**config.mk**
```make
export PLATFORM = sky130hd
export DESIGN_NAME = hsv_to_rgb_converter_unit
export DESIGN_NICKNAME = d
export VERILOG_FILES = /design/src/hw/rtl/hsv2rgb_pkg.sv /design/src/hw/rtl/hsv_to_rgb_converter_unit.sv
export SDC_FILE = /design/constraint.sdc
export NUM_CORES = 2
export LEC_CHECK = 0
export BUFFER_PORTS_ARGS = -buffer_cell sky130_fd_sc_hd__buf_2
export CAP_MARGIN = 20
export CORE_UTILIZATION = 50
export DETAILED_ROUTE_END_ITERATION = 12
export PLACE_DENSITY = 0.66
export SETUP_SLACK_MARGIN = 0.15
export SKIP_CTS_REPAIR_TIMING = 1
export SLEW_MARGIN = 20
export SYNTH_ARGS = -nofsm -noshare
export SYNTH_HDL_FRONTEND = slang
export SYNTH_SLANG_ARGS = --single-unit
```
**constraint.sdc**
```tcl
create_clock -name i_clk -period 8.35 [get_ports i_clk]
set_clock_uncertainty 0.1 [all_clocks]
set_input_delay 1.67 -clock i_clk [delete_from_list [all_inputs] [get_ports i_clk]]
set_output_delay 1.67 -clock i_clk [all_outputs]
set_load 0.02 [all_outputs]
```
**src/hw/rtl/hsv2rgb_pkg.sv**
```systemverilog
// ----------------------------------------------------------------------------
// HSV to RGB package
// Shared types and constants for the HSV to RGB color converter.
// ----------------------------------------------------------------------------
package hsv2rgb_pkg;

    // Width of one output color channel.
    localparam int unsigned CHAN_BITS = 8;

    // Hue sector: which sixth of the color wheel the hue falls into.
    typedef enum logic [2:0] {
        SEC_RED_YELLOW   = 3'd0,
        SEC_YELLOW_GREEN = 3'd1,
        SEC_GREEN_CYAN   = 3'd2,
        SEC_CYAN_BLUE    = 3'd3,
        SEC_BLUE_MAGENTA = 3'd4,
        SEC_MAGENTA_RED  = 3'd5
    } t_sector;

endpackage

```
**src/hw/rtl/hsv_to_rgb_converter_unit.sv**
```systemverilog
// ----------------------------------------------------------------------------
// HSV to RGB converter unit
// Streaming six-sector conversion of hue, saturation and value to 8-bit RGB.
// ----------------------------------------------------------------------------
// The unit accepts one transaction per clock while the output side does not
// stall, and returns one RGB transaction for each input transaction, in
// order. The pipeline has five register stages: hue sector split and
// clamping, the saturation times value multiply, the chroma times
// sector-position multiply, the per-channel component selection and offset
// add, and the scaling to 0..255 held in the output register. Back-pressure
// from the output travels back through the stages, and an empty stage is
// always filled, so bubbles close up and no transaction is lost or repeated.
// Saturation and value above one clamp to one; the hue is a fraction of a
// full turn and wraps.

module hsv_to_rgb_converter_unit #(
    parameter int unsigned FRAC_BITS = 12,
    parameter int unsigned HUE_BITS  = 16
) (
    input  logic i_clk,
    input  logic i_rst_n,

    // Input stream. tdata from bit 0 up: hue_turn (HUE_BITS bits),
    // saturation (FRAC_BITS+1 bits), brightness (FRAC_BITS+1 bits), zero pad.
    input  logic                                        i_s_axis_tvalid,
    output logic                                        o_s_axis_tready,
    input  logic [((HUE_BITS+2*(FRAC_BITS+1)+7)/8)*8-1:0] i_s_axis_tdata,

    // Output stream. tdata from bit 0 up: red, green, blue (8 bits each).
    output logic                                        o_m_axis_tvalid,
    input  logic                                        i_m_axis_tready,
    output logic [3*hsv2rgb_pkg::CHAN_BITS-1:0]         o_m_axis_tdata
);

    localparam int unsigned SAT_W = FRAC_BITS + 1;        // Q1.FRAC_BITS field
    localparam int unsigned SV_W  = 2 * FRAC_BITS + 1;    // saturation * value
    localparam int unsigned WGT_W = HUE_BITS + 1;         // sector weight
    localparam int unsigned DEN   = 2 * FRAC_BITS + HUE_BITS;
    localparam int unsigned NUM_W = DEN + 1;              // exact channel numerator
    localparam int unsigned CB    = hsv2rgb_pkg::CHAN_BITS;

    // ------------------------------------------------------------------
    // Stage enables. A stage loads when it is empty or when its content
    // moves on to the next stage in the same clock.
    // ------------------------------------------------------------------
    logic r_v1, r_v2, r_v3, r_v4, r_v5;
    logic en1, en2, en3, en4, en5;

    assign en5 = !r_v5 || i_m_axis_tready;
    assign en4 = !r_v4 || en5;
    assign en3 = !r_v3 || en4;
    assign en2 = !r_v2 || en3;
    assign en1 = !r_v1 || en2;

    assign o_s_axis_tready = en1;
    assign o_m_axis_tvalid = r_v5;

    always_ff @(posedge i_clk) begin
        if (!i_rst_n) begin
            r_v1 <= 1'b0;
            r_v2 <= 1'b0;
            r_v3 <= 1'b0;
            r_v4 <= 1'b0;
            r_v5 <= 1'b0;
        end else begin
            if (en1) r_v1 <= i_s_axis_tvalid;
            if (en2) r_v2 <= r_v1;
            if (en3) r_v3 <= r_v2;
            if (en4) r_v4 <= r_v3;
            if (en5) r_v5 <= r_v4;
        end
    end

    // ------------------------------------------------------------------
    // Stage 1: clamp saturation and value, split hue * 6 into the sector
    // number and the position inside the sector. Odd sectors count the
    // position down from the sector's end.
    // ------------------------------------------------------------------
    logic [HUE_BITS-1:0]   in_hue;
    logic [SAT_W-1:0]      in_sat;
    logic [SAT_W-1:0]      in_val;
    logic [HUE_BITS+2:0]   h6;
    logic [HUE_BITS-1:0]   pos;
    logic [SAT_W-1:0]      n_sat1;
    logic [SAT_W-1:0]      n_val1;
    logic [WGT_W-1:0]      n_wgt1;
    hsv2rgb_pkg::t_sector  n_sec1;

    localparam logic [SAT_W-1:0] ONE_Q = SAT_W'(1) << FRAC_BITS;

    assign in_hue = i_s_axis_tdata[HUE_BITS-1:0];
    assign in_sat = i_s_axis_tdata[HUE_BITS+SAT_W-1:HUE_BITS];
    assign in_val = i_s_axis_tdata[HUE_BITS+2*SAT_W-1:HUE_BITS+SAT_W];

    always_comb begin
        h6     = ({3'b000, in_hue} << 2) + ({3'b000, in_hue} << 1);
        pos    = h6[HUE_BITS-1:0];
        n_sec1 = hsv2rgb_pkg::t_sector'(h6[HUE_BITS+2:HUE_BITS]);
        if (h6[HUE_BITS]) begin
            n_wgt1 = (WGT_W'(1) << HUE_BITS) - {1'b0, pos};
        end else begin
            n_wgt1 = {1'b0, pos};
        end
        n_sat1 = (in_sat > ONE_Q) ? ONE_Q : in_sat;
        n_val1 = (in_val > ONE_Q) ? ONE_Q : in_val;
    end

    logic [SAT_W-1:0]     r_sat1;
    logic [SAT_W-1:0]     r_val1;
    logic [WGT_W-1:0]     r_wgt1;
    hsv2rgb_pkg::t_sector r_sec1;

    always_ff @(posedge i_clk) begin
        if (en1) begin
            r_sat1 <= n_sat1;
            r_val1 <= n_val1;
            r_wgt1 <= n_wgt1;
            r_sec1 <= n_sec1;
        end
    end

    // ------------------------------------------------------------------
    // Stage 2: chroma numerator, saturation times value.
    // ------------------------------------------------------------------
    logic [2*SAT_W-1:0]   sv_full;
    logic [SV_W-1:0]      r_sv2;
    logic [SAT_W-1:0]     r_val2;
    logic [WGT_W-1:0]     r_wgt2;
    hsv2rgb_pkg::t_sector r_sec2;

    assign sv_full = r_sat1 * r_val1;

    always_ff @(posedge i_clk) begin
        if (en2) begin
            r_sv2  <= sv_full[SV_W-1:0];
            r_val2 <= r_val1;
            r_wgt2 <= r_wgt1;
            r_sec2 <= r_sec1;
        end
    end

    // ------------------------------------------------------------------
    // Stage 3: secondary component and offset. The offset is held without
    // its trailing HUE_BITS zeros, as is the chroma.
    // ------------------------------------------------------------------
    logic [SV_W+WGT_W-1:0] x_full;
    logic [SV_W-1:0]       n_m3;
    logic [NUM_W-1:0]      r_x3;
    logic [SV_W-1:0]       r_c3;
    logic [SV_W-1:0]       r_m3;
    hsv2rgb_pkg::t_sector  r_sec3;

    assign x_full = r_sv2 * r_wgt2;
    assign n_m3   = ({{FRAC_BITS{1'b0}}, r_val2} << FRAC_BITS) - r_sv2;

    always_ff @(posedge i_clk) begin
        if (en3) begin
            r_x3   <= x_full[NUM_W-1:0];
            r_c3   <= r_sv2;
            r_m3   <= n_m3;
            r_sec3 <= r_sec2;
        end
    end

    // ------------------------------------------------------------------
    // Stage 4: route chroma and secondary component to the channels for
    // this sector and add the offset. Each sum is at most 2^DEN.
    // ------------------------------------------------------------------
    logic [NUM_W-1:0] c_full;
    logic [NUM_W-1:0] m_full;
    logic [NUM_W-1:0] zero_n;
    logic [NUM_W-1:0] sel_r, sel_g, sel_b;
    logic [NUM_W-1:0] r_nr4, r_ng4, r_nb4;

    assign c_full = {r_c3, {HUE_BITS{1'b0}}};
    assign m_full = {r_m3, {HUE_BITS{1'b0}}};
    assign zero_n = '0;

    always_comb begin
        case (r_sec3)
            hsv2rgb_pkg::SEC_RED_YELLOW: begin
                sel_r = c_full; sel_g = r_x3;   sel_b = zero_n;
            end
            hsv2rgb_pkg::SEC_YELLOW_GREEN: begin
                sel_r = r_x3;   sel_g = c_full; sel_b = zero_n;
            end
            hsv2rgb_pkg::SEC_GREEN_CYAN: begin
                sel_r = zero_n; sel_g = c_full; sel_b = r_x3;
            end
            hsv2rgb_pkg::SEC_CYAN_BLUE: begin
                sel_r = zero_n; sel_g = r_x3;   sel_b = c_full;
            end
            hsv2rgb_pkg::SEC_BLUE_MAGENTA: begin
                sel_r = r_x3;   sel_g = zero_n; sel_b = c_full;
            end
            default: begin
                sel_r = c_full; sel_g = zero_n; sel_b = r_x3;
            end
        endcase
    end

    always_ff @(posedge i_clk) begin
        if (en4) begin
            r_nr4 <= sel_r + m_full;
            r_ng4 <= sel_g + m_full;
            r_nb4 <= sel_b + m_full;
        end
    end

    // ------------------------------------------------------------------
    // Stage 5: scale by 255 as (n << 8) - n and keep the integer part.
    // ------------------------------------------------------------------
    logic [NUM_W+CB-1:0] s_r, s_g, s_b;
    logic [3*CB-1:0]     r_rgb5;

    assign s_r = {r_nr4, {CB{1'b0}}} - {{CB{1'b0}}, r_nr4};
    assign s_g = {r_ng4, {CB{1'b0}}} - {{CB{1'b0}}, r_ng4};
    assign s_b = {r_nb4, {CB{1'b0}}} - {{CB{1'b0}}, r_nb4};

    always_ff @(posedge i_clk) begin
        if (en5) begin
            r_rgb5 <= {s_b[DEN+CB-1:DEN], s_g[DEN+CB-1:DEN], s_r[DEN+CB-1:DEN]};
        end
    end

    assign o_m_axis_tdata = r_rgb5;

endmodule

```
==> results.md <==
Global route:
- The first-pass GRT wire length is 152000 um.
- The number of antenna violations at the first check in global routing is 2.
- Entering global routing, the biggest net connects 80 pins.
- The number of global-route vias before repair was 28900.
- Global routing used 23.7% of the available tracks.
- Global routing finished with a remaining overflow of 0.

Layout:
- The synthesis-to-finish area growth is 7.24%.
- The number of antenna diodes in the final layout is 0.
- After the last flow step, the layout net total stands at 5043.
- The post-route netlist has 4.88% of its cells at a drive strength greater than 1.

STA:
- The minimum clock period is 7.54 ns.
- The max-slew violation count came to 0.
- The total negative slack for setup checks is 0 ns.
- The count of final hold-check violations is 0.
- The share of the clock period used by the worst path is between 90% and 100%.
- Setup repair after global routing left no endpoint under its margin.
- For the pin with the worst max-slew slack, the measured transition is 1.06 ns.
- The max-slew headroom at the worst pin is 29.1%.
- Setup violations remaining at the end of the flow were counted as 0.
- The achievable clock frequency is 0.133 GHz.

Setup path:
- STA classifies the critical path startpoint as a register.
- The worst reg2reg path depth is 17.
- The required time of the critical path is 8.56 ns.
- The critical path class is register to register.
- The endpoint arrival time on the critical path is 7.74 ns.
- For flop-to-flop paths, the worst setup slack is 0.81 ns.
- The worst flop-to-flop path endpoint is r_x3[33].
- The startpoint identified for the worst register-to-register timing path is r_wgt2[4].
- STA classifies the critical path endpoint as a register.
- The top fanout value on the critical path is 25.

Floorplan:
- The placeable core region is between 0.07 and 0.08 sq mm.
- The initial core utilization is 50.8%.
- During I/O placement, the number of pins put on the boundary was about 80.
- Measured along the y axis, the die boundary spans approximately 280 um.
- The floorplan step defined a die boundary enclosing ~0.080 sq mm.
- In this run the core area contains 102 standard-cell rows.
- The floorplan step set the die width to 283 um.

CTS:
- The maximum buffer depth of the clock tree is 3.
- The total clock buffers created by CTS is 40.
- The number of sinks handled by clock tree synthesis is between 300 and 400.
- The total number of H-tree levels is 2.
- The clock tree from TritonCTS is yes.
- Clock-pin slew was measured on the worst setup and hold paths at 0.06 ns.
- Clock tree synthesis selected as its root buffer the cell clkbuf_16.
- The later pin in the worst-skew pair is clocked with a latency of 0.57 ns.

Place:
- The HPWL after detailed placement is 75400 um.
- At the end of routability-driven placement, the weighted congestion stood at 0.924.
- During placement, the flow inserted port buffers numbering 71.

Synthesis:
- Synthesis inferred approximately 340 register bits.
- The post-synthesis instance total is a little over 4000.
- Yosys mapped a number of flops with a built-in enable equal to 338.
- Sequential elements use 26.0% of the synthesized area.
- The async set or reset register ratio after synthesis is 0%.
- Sorting the synthesized cells by area gives the leading types as edfxtp_1 26%, fa_1 22%, ha_1 13%.
- The synthesized design devotes to its leading area cell type 25.7% of total area.
- By count the netlist is led by 700 x inv_1, 500 x nand2_1, 443 x fa_1.
- Synthesis instantiated 69 different standard cells from the library.
- The post-synthesis average cell area is 9.57 sq um.
- The total nets after synthesis is 5015.
- Among all flip-flop cells after synthesis, the most frequent one is edfxtp_1.
- The most frequent cell after synthesis is inv_1.
- The cell area after synthesis is just under 0.04 sq mm.
- The largest total area in the synthesized netlist belongs to edfxtp_1.
- The count of warnings emitted by yosys is 0.

Drt:
- The wire length per cell is roughly 18 um.
- The number of violations reported at the end of detailed-routing iteration 0 is 1748.
- The total wire length is 93100 um.
- The mean number of vias per cell is 5.45.
- The residual DRC count is 0.
- The length of the first detailed-routing pass in iterations is 5.
- For this block, the via count after detailed routing is between 20000 and 30000.
- Once detail routing completed, the nets flagged for antenna violations numbered 0.

Worst hold path:
- The startpoint identified for the worst hold timing path is r_wgt1[11].
- For hold timing, the worst endpoint is r_wgt2[11].
- Counting instances, the worst hold path has a depth of 0.
- The class of the most critical hold timing path is register to register.

Outcome:
- The flow ran to the end, and the final reports show no timing, DRC or antenna violations.

Job:
- The tool flagged a number of max-cap violations equal to 0.
==> flip-flops by register name (all words and copies together), names as in the netlist <==
name	cells
r_val1	13
o_m_axis_tdata	24
r_v1	1
r_sat1	13
r_sec3	3
r_v4	1
r_sec2	3
r_v3	1
r_x3	40
r_v2	1
r_nb4	40
r_wgt1	16
r_ng4	40
r_nr4	40
r_val2	13
r_sv2	25
o_m_axis_tvalid	1
r_c3	25
r_m3	24
r_wgt2	16
r_sec1	3
==> stage by stage <==
stage | utilization [%] | instance area, sq um | worst slack [ns] | cells | hold WS [ns]
after detailed placement | 52.8 | 41000 | 0.871 | 5149 | 0.305
after global placement | 52.8 | 41000 | 0.949 | 5149 | 0.300
after CTS | 54.5 | 42300 | 0.837 | 5223 | 0.319
after floorplan | - | 39500 | 1.67 | 4123 | 0.300
final | 54.5 | 42300 | 0.815 | 5223 | 0.316
after global routing | 54.5 | 42300 | 0.325 | 5223 | 0.323
==> critical path, stage by stage, from the launching register on <==
cell       delay (ns)
edfxtp_1         1.04
nand2_1          0.18
fa_1             0.52
fa_1             0.59
fa_1             0.47
fa_1             0.54
inv_1            0.05
fa_1             0.49
fa_1             0.42
ha_1             0.35
and2_1           0.17
or4_1            0.46
o2111ai_1        0.39
a21boi_1         0.19
or4_1            0.57
a311oi_1         0.36
o21ai_0          0.19
xor2_1           0.16
==> final cells by class <==
class	count	area, sq um
Inverter	701	2630
Timing Repair Buffer	118	708
Multi-Input combinational cell	2947	26100
Sequential cell	343	10200
Clock buffer	48	1070
Fill cell	7040	35400
Clock inverter	26	235
Tap cell	1040	1300
==> worst max path at each step <==
| stage | depth (start not counted) | startpoint | endpoint |
|---|---|---|---|
| final | 17 | r_wgt2[4] | r_x3[33] |
| after global routing | 23 | r_wgt2[2] | r_x3[38] |
| after CTS | 17 | r_wgt2[3] | r_x3[33] |
| after detailed placement | 17 | r_wgt2[3] | r_x3[33] |
| after global placement | 17 | r_wgt2[2] | r_x3[33] |
| after floorplan | 19 | r_sv2[9] | r_x3[33] |
==> cell families (layout without fill, tap and decap cells) <==
kind of cell / Yosys count / in the layout / synth area share, %
mux: 1 / 1 / 0.0285
simple gates: 1197 / 1197 / 15.1
buf+inv: 833 / 893 / 7.94
compound gates: 717 / 717 / 11.6
fa+ha+maj: 840 / 840 / 35.1
xor+xnor: 192 / 192 / 4.31
flops: 343 / 343 / 26.0
==> cell usage in the layout, fill, tap and decap left out, drive strengths merged, types with 8 or more instances in the layout <==
master  Yosys  routed
a21boi      9       9
nor4       12      12
nand4      34      34
clkbuf    127      48
a211oi     24      24
a21oi     227     227
fa        443     443
edfxtp    338     338
o211ai     14      14
and3       14      14
and2      331     331
or3        19      19
a21o      137     137
nand2b     19      19
o21a       29      29
clkinv      0      15
nand3      34      34
o31ai      13      13
a211o       9       9
nor2      102     102
nor2b      48      48
o21ai     134     134
nor3b       8       8
a31oi      18      18
xor2       51      51
o21bai     29      29
ha        397     397
nor3       40      40
a22o       24      24
buf         5     118
inv       701     704
nand2     500     500
xnor2     141     141
==> metal layers <==
metal / GRT usage [%] / up-vias / share of wire [%]
met5: 0 / - / 0
li1: - / 13600 / -
met2: 41.6 / 692 / 49
met1: 31.0 / 14000 / 44
met3: 2.21 / 157 / 4.4
met4: 7.26 / 0 / 3.2
Power is left out: the tool's default activity adds up to more than one toggle a clock period on the data nets, which glitch-free logic cannot reach.
